[config.mk]
export PLATFORM = sky130hd
export DESIGN_NAME = ppfa_ram
export DESIGN_NICKNAME = d
export VERILOG_FILES = /design/src/rtl/ppfa_ram.sv
export SDC_FILE = /design/constraint.sdc
export NUM_CORES = 2
export LEC_CHECK = 0
export ABC_AREA = 1
export BUFFER_PORTS_ARGS = -buffer_cell sky130_fd_sc_hd__buf_2
export CORE_MARGIN = 2
export CORE_UTILIZATION = 45
export CTS_BUF_LIST = sky130_fd_sc_hd__clkbuf_8 sky130_fd_sc_hd__clkbuf_16
export DETAILED_ROUTE_END_ITERATION = 8
export HOLD_SLACK_MARGIN = 0.02
export PLACE_DENSITY = 0.61
export SLEW_MARGIN = 15
export SYNTH_ARGS = -nofsm -noshare
export SYNTH_HDL_FRONTEND = slang
export SYNTH_SLANG_ARGS = --single-unit
[constraint.sdc]
create_clock -name clk -period 1.8 [get_ports clk]
set_input_delay 0.09 -clock clk [delete_from_list [all_inputs] [get_ports clk]]
set_output_delay 0.09 -clock clk [all_outputs]
set_load 0.1 [all_outputs]
[src/rtl/ppfa_ram.sv]
`timescale 1ns / 1ps

module ppfa_ram #(
  parameter int WIDTH = 8,
  parameter int DEPTH = 256
) (
  input  logic                     clk,
  input  logic [$clog2(DEPTH)-1:0] addr,
  input  logic                     we,
  input  logic [WIDTH-1:0]         wdata,
  output logic [WIDTH-1:0]         rdata
);

  logic [WIDTH-1:0] mem [DEPTH];
  logic [WIDTH-1:0] rdata_r;

  always_ff @(posedge clk) begin
    if (we) begin
      mem[addr] <= wdata;
    end
    rdata_r <= mem[addr];
  end

  assign rdata = rdata_r;

endmodule

# Yosys cells after proc, flatten, opt, wreduce, memory -nomap -nowiden
# Memories as Yosys holds them, arrays and structs flattened. A register that Yosys moved wholly into a read port is not among the register bits.
# Cells that the tools add are included.
# op_classes
muxes	2
# ops
cell	count
$mux W1	2
# totals
output_inout_bits	8
inputBits	18
mem_count	1
mem_bits_rw	2048
regBits	0
# memory_table
name	words	word_bits	read_ports	rd_clocked_by_memory_dff	wr	line	text
mem	256	8	1	1	1	14	logic [WIDTH-1:0] mem [DEPTH];

# Depth between registers and ports, before layout
# logic_depth
depth_word	2
mapped_depth	15
depth_no_buf	13

# Least setup slack after synthesis
# No wires, ideal clock.
# synth_timing
path_type	input-to-reg
start	input addr[1]
end	memory mem[234][0] (enable)
required_time_ns	1.430
arrival_time_ns	1.560
path_slack_ns	-0.130
setup_time_ns	0.370
path_stages	10
cell_sequence	buf_4 inv_4 nor2_8 buf_4 buf_4 inv_2 nor2_1 nand2_1 clkbuf_1 nor2_1
# synth_lines
element	line	text
start, declared	8	input logic [$clog2(DEPTH)-1:0] addr,
end, declared	14	
# Straight into the memory's write port.

==> summary.txt <==
STA
  – Final setup vio count: 6
  – F_max: 0.528 GHz
  – Layout Skew: 0.0319 ns
  – Least-Margin Pin Slew: between 1 and 1.5 ns
  – Slew Limit Fails: 0
  – Final setup margin: -0.0947 ns
  – Unrepaired setup endpoints after global routing: yes
  – Relative slew slack: 0.314
  – Final Hold Fails: 0
  – Clock period minus worst slack: 1.89 ns
  – Final worst-path cycle share: 1.05

Placed design
  – Place WS: -1.13 ns
  – RD Place Congestion: 0.887
  – Final HPWL from detailed placement: 154 mm
  – Placed Cells: ~11000
  – Port Buffer Count: 25

Worst setup path
  – Slowest-stage cell, CP: edfxtp_1
  – CP Data Arrival Time: 2.60 ns
  – Max stage delay on crit path: 0.37 ns
  – Slack of the worst reg-to-reg path: -0.09 ns
  – Worst reg2reg endpoint: rdata[5]
  – Critical Path Sink Type: flip-flop
  – CP required: 2.50 ns
  – Worst Setup Path Type: reg -> reg
  – FF-to-FF Start: mem[86][5]
  – Worst path most repeated cell: nand2_1
  – Crit start category: flip-flop
  – Maximum fanout along the worst path: 1
  – R2R depth: 13
  – CP Cell Sequence: nand2_1 > nand2_1 > nand2_1 > nand2_1 > nand2_1 > nand2_1 > o21ai_1 > nand2_1 > nor2_4 > nor2_2 > nor2_1 > buf_4 > nand2_1

Synth
  – Post-synth top area share: 0.725
  – Synthesized area per cell: 10.6 um^2
  – Post-synth cell types: 18
  – Mapped Area: 84900 um^2
  – Top cells by area, synth: edfxtp_1, nand2_1, nor2_1
  – Seq/Total Area, Yosys: 0.727
  – Flops & latches, synth: slightly above 2000
  – Cell count after synthesis: 8021
  – Total number of yosys warnings: 0
  – Yosys top cell by area: edfxtp_1
  – Post-Syn Nets: 8039

Clock network
  – Total CTS buffers: 206
  – TritonCTS Sinks: around 2000
  – CTS tree: yes
  – Clock tree buffer depth: 3
  – Root buf cell: clkbuf_16
  – Clock slew at reported path FFs: 0.06 ns
  – H-tree Lvls: 4
  – Skew-Pair Late Insertion Delay: 0.84 ns
  – Post-CTS setup buffer count: 0

Floorplan
  – Row count: ~160
  – Ports: 26
  – Die X: 438 um
  – Die H: 438 um
  – Core Footprint: between 150000 and 200000 um^2
  – Starting density of the core: 0.452
  – Die area: 192000 um^2

Drt
  – Via count: 58700
  – Routed WL per cell: approximately 21 um
  – DRT antenna net count: 0
  – Drt first pass iters: 6
  – Vias per Instance: 5.21
  – Total Wirelength: 240 mm
  – Iter 0 DRT Violations: about 6200
  – DRC: 0

Min path
  – Hold Path Class: in -> reg
  – Hold endpoint: rdata[0]
  – Worst hold path cell count: 6
  – Hold path startpoint: addr[7]

Global routing
  – Initial antenna violation count: 9
  – Aggregate global routing overflow: 0
  – Global-route wire length before repair: 357 mm
  – Vias in the first global route: 56600
  – Total GRT Usage: 0.248
  – Largest net degree at the start of global routing: 81

Run status
  – Run status: complete, but fails checks
  – Failing checks: setup timing

Power and ir drop
  – Static Leak: 41.1 nW
  – PwrDens: 1010 nW/um^2
  – Peak supply drop: 0.901 mV

Cells and area
  – Share of cells above drive strength 1: 0.148
  – Number of nets in the layout: roughly 8600
  – Area growth syn-to-layout: 19.6%
  – # fillers: 16000
  – Finished Layout Cells: around 11000

Job
  – Max-cap violation count: 0
[metrics by stage]
step / utilization / hold WS [ns] / power [mW] / cell area [um^2] / TNS, ns
after detailed placement: 0.501 / 0.459 / 60.7 / 93900 / -443.23
final: 0.541 / 0.0704 / 103 / 101000 / -0.276
after floorplan: - / 0.189 / 57.0 / 85000 / -108.95
after global routing: 0.541 / 0.0831 / 106 / 101000 / -0.841
after global placement: 0.501 / 0.464 / 60.7 / 93900 / -404.40
after CTS: 0.539 / 0.0279 / 103 / 101000 / -0.871
[final cells by class]
cell class | count | area [um^2] | share of cell area
clock buffers | 215 | 5310 | 0.0524
repair buffers | 789 | 7750 | 0.0764
inverters | 35 | 165 | 0.00163
flip-flops and latches | 2056 | 61700 | 0.608
well taps | 2495 | 3120 | 0.0308
multi-input cells | 5513 | 22000 | 0.216
diodes | 2 | 5.00 | 0.0000493
clock inverters | 164 | 1480 | 0.0145
[how the worst max path moves through the flow]
stage / startpoint / endpoint / depth (start not counted)
after floorplan: addr[1] / mem[234][0] / 10
after global placement: addr[0] / rdata[2] / 17
after detailed placement: addr[0] / rdata[2] / 17
after CTS: mem[151][5] / rdata[5] / 13
after global routing: mem[117][1] / rdata[1] / 14
final: mem[86][5] / rdata[5] / 13
[kinds of logic after synthesis]
logic type,after synthesis,share of synthesized area
flops,2056,0.727
simple gates,5321,0.238
buf+inv,452,0.0236
compound gates,192,0.0113
[state kept, by name (all words and copies together), names as in the netlist]
| register | cells |
|---|---|
| mem | 2048 |
| rdata | 8 |
[synthesized netlist by cell type]
cell,number
nand2_1,4770
edfxtp_1,2048
nor2_1,361
nand3_1,188
buf_2,182
clkbuf_1,170
o21ai_1,119
buf_1,52
o21ai_0,41
a21oi_1,32
inv_1,31
dfxtp_1,8
buf_6,7
buf_4,6
inv_2,2
inv_4,2
nand2_4,1
nor2_8,1
[cell usage in the layout, fill, tap and decap left out, types with 26 or more instances in the layout]
cell,netlist,routed
nand2_1,4770,4703
nand3_1,188,183
a21oi_1,32,32
clkbuf_16,0,209
inv_1,31,68
nor2_1,361,269
o21ai_0,41,26
o21ai_1,119,89
o21ai_2,0,39
buf_4,6,618
buf_12,0,137
nor2_2,0,70
clkinv_2,0,37
nand2_2,0,63
clkinv_1,0,41
edfxtp_1,2048,2048
[worst max-delay path: cells and delay by family, from the launching register on]
family / cells / cell delay, ns
buf+inv: 1 / 0.10
simple gates: 11 / 1.02
compound gates: 1 / 0.27
flops: 1 / 0.37
[routing by layer]
metal / GRT usage / up-vias / wire [um]
met3: 0.0339 / 393 / 17500
met1: 0.347 / 28600 / 102000
met5: 0 / - / 0
li1: - / 27600 / -
met4: 0.0789 / 0 / 7780
met2: 0.402 / 2153 / 113000
[report_power, final]
| group | internal, mW | switching, mW |
|---|---|---|
| sequential | 52.8 | 0.0748 |
| clock | 24.7 | 18.3 |
| combinational | 2.12 | 5.04 |
[timing repair]
action,4_1_cts,5_1_grt
hold buffers,9,0
pin swaps,37,65
endpoints found under the setup margin,16,61
endpoints found under the hold margin,2050,0
resized for setup,112,97
(Power assumes the default switching activity.)
