`config.mk`:
```
export PLATFORM = sky130hd
export DESIGN_NAME = ppfa_cfg
export DESIGN_NICKNAME = d
export VERILOG_FILES = /design/src/rtl/ppfa_pkg.sv /design/src/rtl/ppfa_cfg.sv
export SDC_FILE = /design/constraint.sdc
export NUM_CORES = 1
export LEC_CHECK = 0
export BUFFER_PORTS_ARGS = -buffer_cell sky130_fd_sc_hd__buf_4
export CAP_MARGIN = 40
export CORE_UTILIZATION = 44
export CTS_CLUSTER_DIAMETER = 60
export CTS_CLUSTER_SIZE = 10
export DETAILED_ROUTE_END_ITERATION = 6
export PLACE_DENSITY_LB_ADDON = 0.05
export SLEW_MARGIN = 20
export SYNTH_ARGS = -nofsm -noshare
export SYNTH_HDL_FRONTEND = slang
export SYNTH_SLANG_ARGS = --single-unit
```
`constraint.sdc`:
```
create_clock -name clk -period 1.4 [get_ports clk]
set_input_delay 0.21 -clock clk [delete_from_list [all_inputs] [get_ports clk]]
set_output_delay 0.21 -clock clk [all_outputs]
set_load 0.01 [all_outputs]
```
`src/rtl/ppfa_pkg.sv`:
```
`timescale 1ns / 1ps

package ppfa_pkg;

  localparam int MAX_WIDTH     = 256;
  localparam int MAX_HEIGHT    = 256;
  localparam int FRAME_BYTES   = 262144;
  localparam int PALETTE_DEPTH = 256;

  localparam int FRAME_AW = $clog2(FRAME_BYTES);
  localparam int FRAME_DW = 9;                 // {written flag, byte}
  localparam int PAL_AW   = $clog2(PALETTE_DEPTH);
  localparam int X_W      = $clog2(MAX_WIDTH);
  localparam int Y_W      = $clog2(MAX_HEIGHT);
  localparam int RL_W     = $clog2(3 * MAX_WIDTH + 4);
  localparam int CALC_W   = Y_W + RL_W + 1;
  localparam int CFG_AW   = 5;

  typedef enum logic [1:0] {
    DEPTH_1  = 2'd0,
    DEPTH_4  = 2'd1,
    DEPTH_8  = 2'd2,
    DEPTH_24 = 2'd3
  } ppfa_depth_t;

  typedef enum logic [1:0] {
    REQ_READ  = 2'd0,
    REQ_WRITE = 2'd1,
    REQ_PAL   = 2'd2
  } ppfa_req_t;

  typedef enum logic [2:0] {
    REG_DEPTH    = 3'd0,
    REG_WIDTH    = 3'd1,
    REG_HEIGHT   = 3'd2,
    REG_PAL_LEN  = 3'd3,
    REG_TOP_DOWN = 3'd4,
    REG_FILL     = 3'd5,
    REG_WR_EN    = 3'd6
  } ppfa_reg_t;

  typedef enum logic [3:0] {
    S_CLEAR,
    S_IDLE,
    S_CALC,
    S_MUL,
    S_ADDR,
    S_RD,
    S_RMW,
    S_PAL,
    S_PALD,
    S_DONE
  } ppfa_state_t;

  typedef struct packed {
    ppfa_depth_t depth_mode;
    logic [8:0]  width;
    logic [8:0]  height;
    logic [8:0]  pal_len;
    logic        top_down;
    logic [7:0]  fill;
    logic        wr_en;
  } ppfa_cfg_t;

endpackage

```
`src/rtl/ppfa_cfg.sv`:
```
`timescale 1ns / 1ps

module ppfa_cfg
  import ppfa_pkg::*;
(
  input  logic              clk,
  input  logic              rst_n,
  input  logic              psel,
  input  logic              penable,
  input  logic              pwrite,
  input  logic [CFG_AW-1:0] paddr,
  input  logic [31:0]       pwdata,
  output logic [31:0]       prdata,
  output ppfa_cfg_t         cfg
);

  ppfa_cfg_t cfg_r;
  ppfa_reg_t reg_idx;
  logic      wr_stb;

  assign reg_idx = ppfa_reg_t'(paddr[CFG_AW-1:2]);
  assign wr_stb  = psel && penable && pwrite;

  always_ff @(posedge clk) begin
    if (!rst_n) begin
      cfg_r.depth_mode <= DEPTH_24;
      cfg_r.width      <= 9'd256;
      cfg_r.height     <= 9'd256;
      cfg_r.pal_len    <= 9'd0;
      cfg_r.top_down   <= 1'b0;
      cfg_r.fill       <= 8'hFF;
      cfg_r.wr_en      <= 1'b1;
    end else if (wr_stb) begin
      case (reg_idx)
        REG_DEPTH:    cfg_r.depth_mode <= ppfa_depth_t'(pwdata[1:0]);
        REG_WIDTH:    cfg_r.width      <= pwdata[8:0];
        REG_HEIGHT:   cfg_r.height     <= pwdata[8:0];
        REG_PAL_LEN:  cfg_r.pal_len    <= pwdata[8:0];
        REG_TOP_DOWN: cfg_r.top_down   <= pwdata[0];
        REG_FILL:     cfg_r.fill       <= pwdata[7:0];
        REG_WR_EN:    cfg_r.wr_en      <= pwdata[0];
        default: ;
      endcase
    end
  end

  always_comb begin
    case (reg_idx)
      REG_DEPTH:    prdata = {30'd0, cfg_r.depth_mode};
      REG_WIDTH:    prdata = {23'd0, cfg_r.width};
      REG_HEIGHT:   prdata = {23'd0, cfg_r.height};
      REG_PAL_LEN:  prdata = {23'd0, cfg_r.pal_len};
      REG_TOP_DOWN: prdata = {31'd0, cfg_r.top_down};
      REG_FILL:     prdata = {24'd0, cfg_r.fill};
      REG_WR_EN:    prdata = {31'd0, cfg_r.wr_en};
      default:      prdata = 32'd0;
    endcase
  end

  assign cfg = cfg_r;

endmodule

```
**Word-level counts from Yosys, hierarchy flattened**

Index checks and enable logic that the tools add are counted.

- Memories kept: 0
- Input bits: 42
- Memory bits (writable): 0
- Latch bits: 0
- Output and inout bits: 71
- Memory bits (read-only): 0
- Register bits: 39

- Div/mod/pow operators: 0
- $add $sub $neg: 0
- Equality and inequality tests: 6
- Shifts and indexed selects: 0
- Magnitude comparators: 0
- Bitwise operators: 0
- Reduce and logical (&&, ||, !) cells: 10
- $mul: 0
- Multiplexer cells: 1

Operators by type and width:

| kind | number |
|---|---|
| 9-bit one-hot mux with 7 select lines | 1 |
| 2-bit AND reduction | 7 |
| 3-bit == test (second input constant) | 3 |
| 3-bit by 2-bit == test with 1-bit output (second input constant) | 2 |
| 3-bit by 1-bit == test with 1-bit output (second input constant) | 1 |
| 3-bit zero test | 1 |
| 1-bit logical AND | 2 |

**Longest topological paths before layout**

Gate-level depths: netlist of the first run.

- Depth in word-level cells: 3
- Mapped depth: 5
- Gate-level depth less buffers: 3

**Worst setup path after synthesis of the first run**

OpenSTA, ideal clock, no wires.

- Path type: input-to-output
- From: in paddr[4]
- To: out prdata[0]
- Data required time: 1.190 ns
- Setup slack: 0.122 ns
- Path buffers: 1
- Arrival time: 1.068 ns
- Cell stages on the path: 3
- Cells stage by stage: buf_6 mux4_2 mux2_4

- Longest elaborated chain between the ends: 2
- Elaborated cells on any way between the ends: 8
- Classes of those cells: eq/ne (6); mux (1); reduce/logical (1)

Ends and longest elaborated chain:

| what | RTL line | source |
|---|---|---|
| start: declaration | ppfa_cfg.sv:11 | `input logic [CFG_AW-1:0] paddr,` |
| 3-bit == test (tied with other cells) | ppfa_cfg.sv:48 | `case (reg_idx)` |
| 9-bit one-hot mux with 7 select lines * | ppfa_cfg.sv:48 |  |
| end: declaration | ppfa_cfg.sv:13 | `output logic [31:0] prdata,` |

Every way passes the cells marked *; elsewhere a longest branch is shown, timed or not.

**Final worst setup path of the first run**

- From: reg cfg_r, in the netlist cfg[0]
- To: out prdata[0]

- Longest elaborated chain between the ends: 1

Ends and longest elaborated chain:

| what | RTL line | source |
|---|---|---|
| start: declaration | ppfa_cfg.sv:17 | `ppfa_cfg_t cfg_r;` |
| 9-bit one-hot mux with 7 select lines | ppfa_cfg.sv:48 |  |

No other way between the ends.

==> impl_metrics.yaml, run 1 <==
sta:
  slew_viol_final: 0
  whs_ns: 0.181
  timing.final.ws_setup_ns: -0.282
  min_period_over_period: 1.20
  rsz0062_at_grt: "yes"
  hold_viol: 0
  max_freq_mhz: 594
  setup_viol: 3
  timing.final.crit_period_ns: 1.68
  finalSetupTns_ns: -0.326
  finalClockSkew_ns: 0
floorplanning:
  ios: 113
  fp.dieH_um: 70.4
  design.die.area_um2: 4950
  start_util: 0.466
  core_area_um2: 4410
  fp-row-count: 24
  die_w_um: 70.4
clocking:
  cts.path.max_buffers: 2
  clk_pin_slew_worst_paths_ns: 0.07
  clock_latency_ns: 0.29
  cts_hold_repair.buffers: 0
  numCtsBuffers: 5
  clock_sinks: 39
  htree_levels: 2
  cts-root-buf: "clkbuf_8"
  cts_tree: "yes"
yosys:
  synth_edf_count: 0
  avgSynthCellArea_um2: 9.22
  yosys_warnings: 0
  synth_top_area_share: 0.380
  synthArstFlopShare: 0
  netlist_area_um2: 2060
  ys_top_cells_by_area: "dfxtp_1 (38%), mux2i_1 (20%), buf_4 (9.5%)"
  ys.flop_type: "dfxtp_1"
  syn-instance-count: 223
  ys_ff_latch: 39
  seq_area_frac_synth: 0.380
  synthDistinctLibCells: 26
  synth_largest_area_cell: "dfxtp_1"
final_layout:
  fin_cells: 355
  largest_register_ff_count: 39
  final_nets: 346
  syn2layout_area_growth_pct: 38.7
  fillCellCount: 429
  diodes: 0
  drive_above_1_share: 0.419
  multiInputGateArea_um2: 1200
  seqCellArea_um2: 790
setup_path:
  reg2reg_depth: 3
  path_max_fanout: 2
  path_buf_inv: 1
  cp.required_ns: 1.19
  r2r-start: "cfg[36]"
  cpLargestDelayFamily: "multiplexers"
  cp.arrival_ns: 1.47
  worstSetupEndpoint: "prdata[0]"
  start_kind: "register"
  worstReg2RegEnd: "cfg[36]"
  cp_cell_sequence: "mux4_2, mux2_4, buf_6"
  crit_path_max_incr_delay_ns: 0.47
  critPathSlowestCell: "mux4_2"
  critPathKind: "reg -> out"
  end_kind: "output pin"
  rrSetupSlack_ns: 0.66
  worst-path-stages: 3
  setup.worst_path.start: "cfg[0]"
drt:
  dr_wl_met2_mm: 2.48
  wire_per_inst_um: 14.4
  dr_wl_met3_um: 337
  wl_mm: 5.12
  top_layer_used: "met4"
  detail-route-antenna-nets: 0
  vias: 1790
  drt-pass1-iter-count: 4
  drc: 0
  viasPerCell: 5.04
  wl_met1_mm: 2.29
  initialDrtViolationCount: 49
power_and_ir_drop:
  power.density_nw_per_um2: 755
  leakagePower_nw: 1.36
  vdd_drop_max_uv: 538
  power_mw: 2.15
placed_design:
  dp_cells: 344
  place_ws_ns: -0.186
  io_buffer_count: 64
  gp_congestion: 0.724
  hpwlAfterDp_mm: 3.64
flow_run:
  drv_cap: 0
global_routing:
  grtUsageTotal: 0.209
  grt_pass1_wl_mm: 7.98
  grt_max_degree: 34
  antenna_found_initial: 0
  grt-ovfl-total: 0
  first_global_vias: 1658
status:
  violations: "negative setup slack"
  status: "complete, but fails checks"
hold_path:
  holdPathStages: 3
  hp-start: "pwdata[8]"
  hp-class: "in -> reg"
-- report_power, final --
group / switching [mW] / total, mW / internal, mW
clock: 0.357 / 0.689 / 0.332
sequential: 0.00701 / 1.12 / 1.12
combinational: 0.177 / 0.340 / 0.162
total: 0.542 / 2.15 / 1.61
-- cell usage after synthesis (2+ instances only) --
| master | number |
|---|---|
| nor2_1 | 2 |
| clkbuf_1 | 8 |
| o21ai_0 | 3 |
| mux2i_1 | 42 |
| nand2_1 | 37 |
| nand3_1 | 3 |
| dfxtp_1 | 39 |
| a22oi_1 | 12 |
| buf_2 | 5 |
| buf_4 | 26 |
| nor2b_1 | 25 |
| o22ai_1 | 5 |
| nor3b_1 | 2 |
| mux2_2 | 2 |
-- tightest hold or removal path, cell delays in order --
cell and delay, ns:
buf_4 0.11, nand2_1 0.05, mux2i_1 0.06
-- per-stage QoR --
step / area (µm²) / util
global placement: 2630 / 0.596
floorplan: 2140 / -
detailed placement: 2630 / 0.596
finish: 2850 / 0.646
global route: 2850 / 0.646
CTS: 2780 / 0.629
-- kinds of logic (layout without fill, tap and decap cells) --
logic type / count (synthesis) / after routing / synth area share
buffers and inverters: 41 / 99 / 0.129
AOI/OAI and AO/OA: 22 / 22 / 0.0742
muxes: 46 / 46 / 0.234
other: 1 / 23 / 0.00182
DFF: 39 / 39 / 0.380
and+or+nand+nor: 74 / 74 / 0.182
-- how the worst min path moves through the flow --
stage | slack [ns] | to
2_1_floorplan | 0.35 | cfg[18]
3_3_place_gp | 0.46 | cfg[11]
3_5_place_dp | 0.47 | cfg[18]
4_1_cts | 0.18 | cfg[18]
5_1_grt | 0.19 | cfg[18]
6_report | 0.18 | cfg[18]
-- layout by cell type, fill, tap and decap left out, drive strengths merged, types with 2 or more instances in the layout --
cell / count
buf: 92
dfxtp: 39
o21ai: 3
mux2i: 42
a22oi: 12
mux2: 3
nand3: 3
nor3b: 2
conb: 23
nor2b: 25
nand2: 38
o22ai: 5
nor2: 2
clkbuf: 6
-- cell type report --
cell class / instances / area share
well taps: 52 / 0.0228
flip-flops and latches: 39 / 0.277
clock buffers: 6 / 0.0254
repair buffers: 92 / 0.254
multi-input cells: 165 / 0.420
inverters: 1 / 0.00132
-- routing by layer --
layer  GRT usage  vias to the layer above
met5           0                        -
li1            -                      871
met4      0.0644                        0
met1       0.279                      848
met3      0.0548                        2
met2       0.328                       69
-- timing repair --
| action | CTS | global route |
|---|---|---|
| pin swaps | 5 | 11 |
| buffers inserted | 5 | 0 |
| endpoints found under the hold margin | 0 | 0 |
| gates resized for setup | 13 | 17 |
| endpoints found under the setup margin | 8 | 9 |
Power figures use the tool's default switching activity.
==> inputs of run 2 (changes only) <==
==> constraint.sdc (replaced) <==
create_clock -name clk -period 1.4 [get_ports clk]
set_input_delay 0.07 -clock clk [delete_from_list [all_inputs] [get_ports clk]]
set_output_delay 0.07 -clock clk [all_outputs]
set_load 0.01 [all_outputs]
==> impl_metrics.yaml, run 2 (synthesis results as in run 1) <==
status:
  status: "complete, but fails checks"
  violations: "negative setup slack"
final_layout:
  largest_register_ff_count: 39
  syn2layout_area_growth_pct: 30.3
  diodes: 0
  multiInputGateArea_um2: 1100
  seqCellArea_um2: 786
  final_common_cell: "buf_4"
  fillCellCount: 434
  fin_cells: 345
  final_nets: 334
  fin_area_um2: 2680
  most-common-layout-cells: "buf_4 (79), mux2i_1 (42), nand2_1 (37)"
  postLayoutCoreUtil: 0.607
  drive_above_1_share: 0.338
placed_design:
  gp_congestion: 0.686
  io_buffer_count: 64
  place_ws_ns: 0.145
  hpwlAfterDp_mm: 3.51
  dp_cells: 335
  place_area_um2: 2540
global_routing:
  first_global_vias: 1600
  grt_pass1_wl_mm: 8.02
  grtUsageTotal: 0.211
  grt_most_used_layer: "met2"
  grt-ovfl-total: 0
  antenna_found_initial: 0
  grt_max_degree: 30
  use_met3: 0.0433
  met1_usage: 0.284
  met2_usage: 0.331
hold_path:
  hp-class: "in -> reg"
sta:
  timing.final.crit_period_ns: 1.55
  finalSetupTns_ns: -0.148
  slew_viol_final: 0
  hold_viol: 0
  setup_viol: 1
  timing.final.ws_setup_ns: -0.148
  rsz0062_at_grt: "yes"
  min_period_over_period: 1.11
  whs_ns: 0.0374
  max_freq_mhz: 646
  finalClockSkew_ns: 0
setup_path:
  crit_path_max_incr_delay_ns: 0.47
  cp.arrival_ns: 1.48
  critPathSlowestCell: "mux4_2"
  rrSetupSlack_ns: 0.66
  reg2reg_depth: 3
  cpLargestDelayFamily: "multiplexers"
  worstReg2RegEnd: "cfg[0]"
  path_buf_inv: 1
  setup.worst_path.start: "cfg[0]"
  start_kind: "register"
  worst-path-stages: 3
  worstSetupEndpoint: "prdata[0]"
  cp.required_ns: 1.33
  critPathKind: "reg -> out"
  r2r-start: "cfg[0]"
  path_max_fanout: 2
  end_kind: "output pin"
  cp_cell_sequence: "mux4_2, mux2_4, buf_6"
drt:
  drt-pass1-iter-count: 4
  viasPerCell: 4.92
  detail-route-antenna-nets: 0
  wl_mm: 4.96
  initialDrtViolationCount: 48
  vias: 1698
  drc: 0
  wire_per_inst_um: 14.4
flow_run:
  drv_cap: 0
power_and_ir_drop:
  power_mw: 2.40
  power.density_nw_per_um2: 894
  leakagePower_nw: 1.29
  vdd_drop_max_uv: 529
clocking:
  cts_tree: "yes"
  numCtsBuffers: 5
  htree_levels: 2
  clock_latency_ns: 0.29
  cts-root-buf: "clkbuf_8"
  clock_sinks: 39
  clk_pin_slew_worst_paths_ns: 0.08
  cts.path.max_buffers: 2
floorplanning:
  start_util: 0.466
  fp-row-count: 24
  fp.dieH_um: 70.4
  core_area_um2: 4410
  ios: 113
  die_w_um: 70.4
  design.die.area_um2: 4950
==> run 2: cell count changes in the layout (fill, tap and decap cells not counted), moves of 2 or more <==
cell | before | now
buf_12 | 2 | 0
o22ai_1 | 0 | 5
a22oi_2 | 9 | 0
dfxtp_1 | 32 | 35
dfxtp_2 | 7 | 4
o22ai_2 | 5 | 0
mux2_4 | 3 | 1
a22oi_1 | 3 | 12
buf_4 | 88 | 79
mux2_2 | 0 | 2
==> run 2: worst min path at each step <==
stage / slack, ns / end / from / cells after the start
2_1_floorplan: 0.21 / cfg[18] / pwdata[8] / 2
3_3_place_gp: 0.33 / cfg[5] / pwdata[4] / 3
3_5_place_dp: 0.35 / cfg[18] / pwdata[8] / 3
4_1_cts: 0.03 / cfg[18] / pwdata[8] / 3
5_1_grt: 0.05 / cfg[7] / pwdata[6] / 3
6_report: 0.04 / cfg[18] / pwdata[8] / 3
==> run 2: timing repair <==
| action | CTS | global route |
|---|---|---|
| buffers inserted | 2 | 0 |
| hold buffers | 0 | 0 |
| setup endpoints to repair | 1 | 2 |
| gates resized for setup | 5 | 1 |
| endpoints found under the hold margin | 0 | 0 |
==> run 2: final cells by class <==
cell class,count,share of cell area
Multi-Input combinational cell,165,0.412
Sequential cell,39,0.293
Timing Repair Buffer,80,0.225
Clock buffer,6,0.0308
Tap cell,52,0.0243
Clock inverter,2,0.0131
Inverter,1,0.00140
==> run 2: routing by layer <==
metal	wire length [µm]	vias to the layer above
met1	2230	787
met2	2360	58
met3	317	5
met4	48	0
met5	0	-
li1	-	848
==> run 2: where the power goes <==
group	switching (mW)	total [mW]	internal, mW
logic	0.162	0.295	0.133
clock network	0.402	0.979	0.577
registers	0.00644	1.12	1.12
total	0.570	2.40	1.83
==> run 2: worst reg2reg max path, cell delays in order, from the launching register on <==
cell	delay, ns
dfxtp_2	0.33
buf_4	0.13
nor2b_1	0.10
mux2i_1	0.07
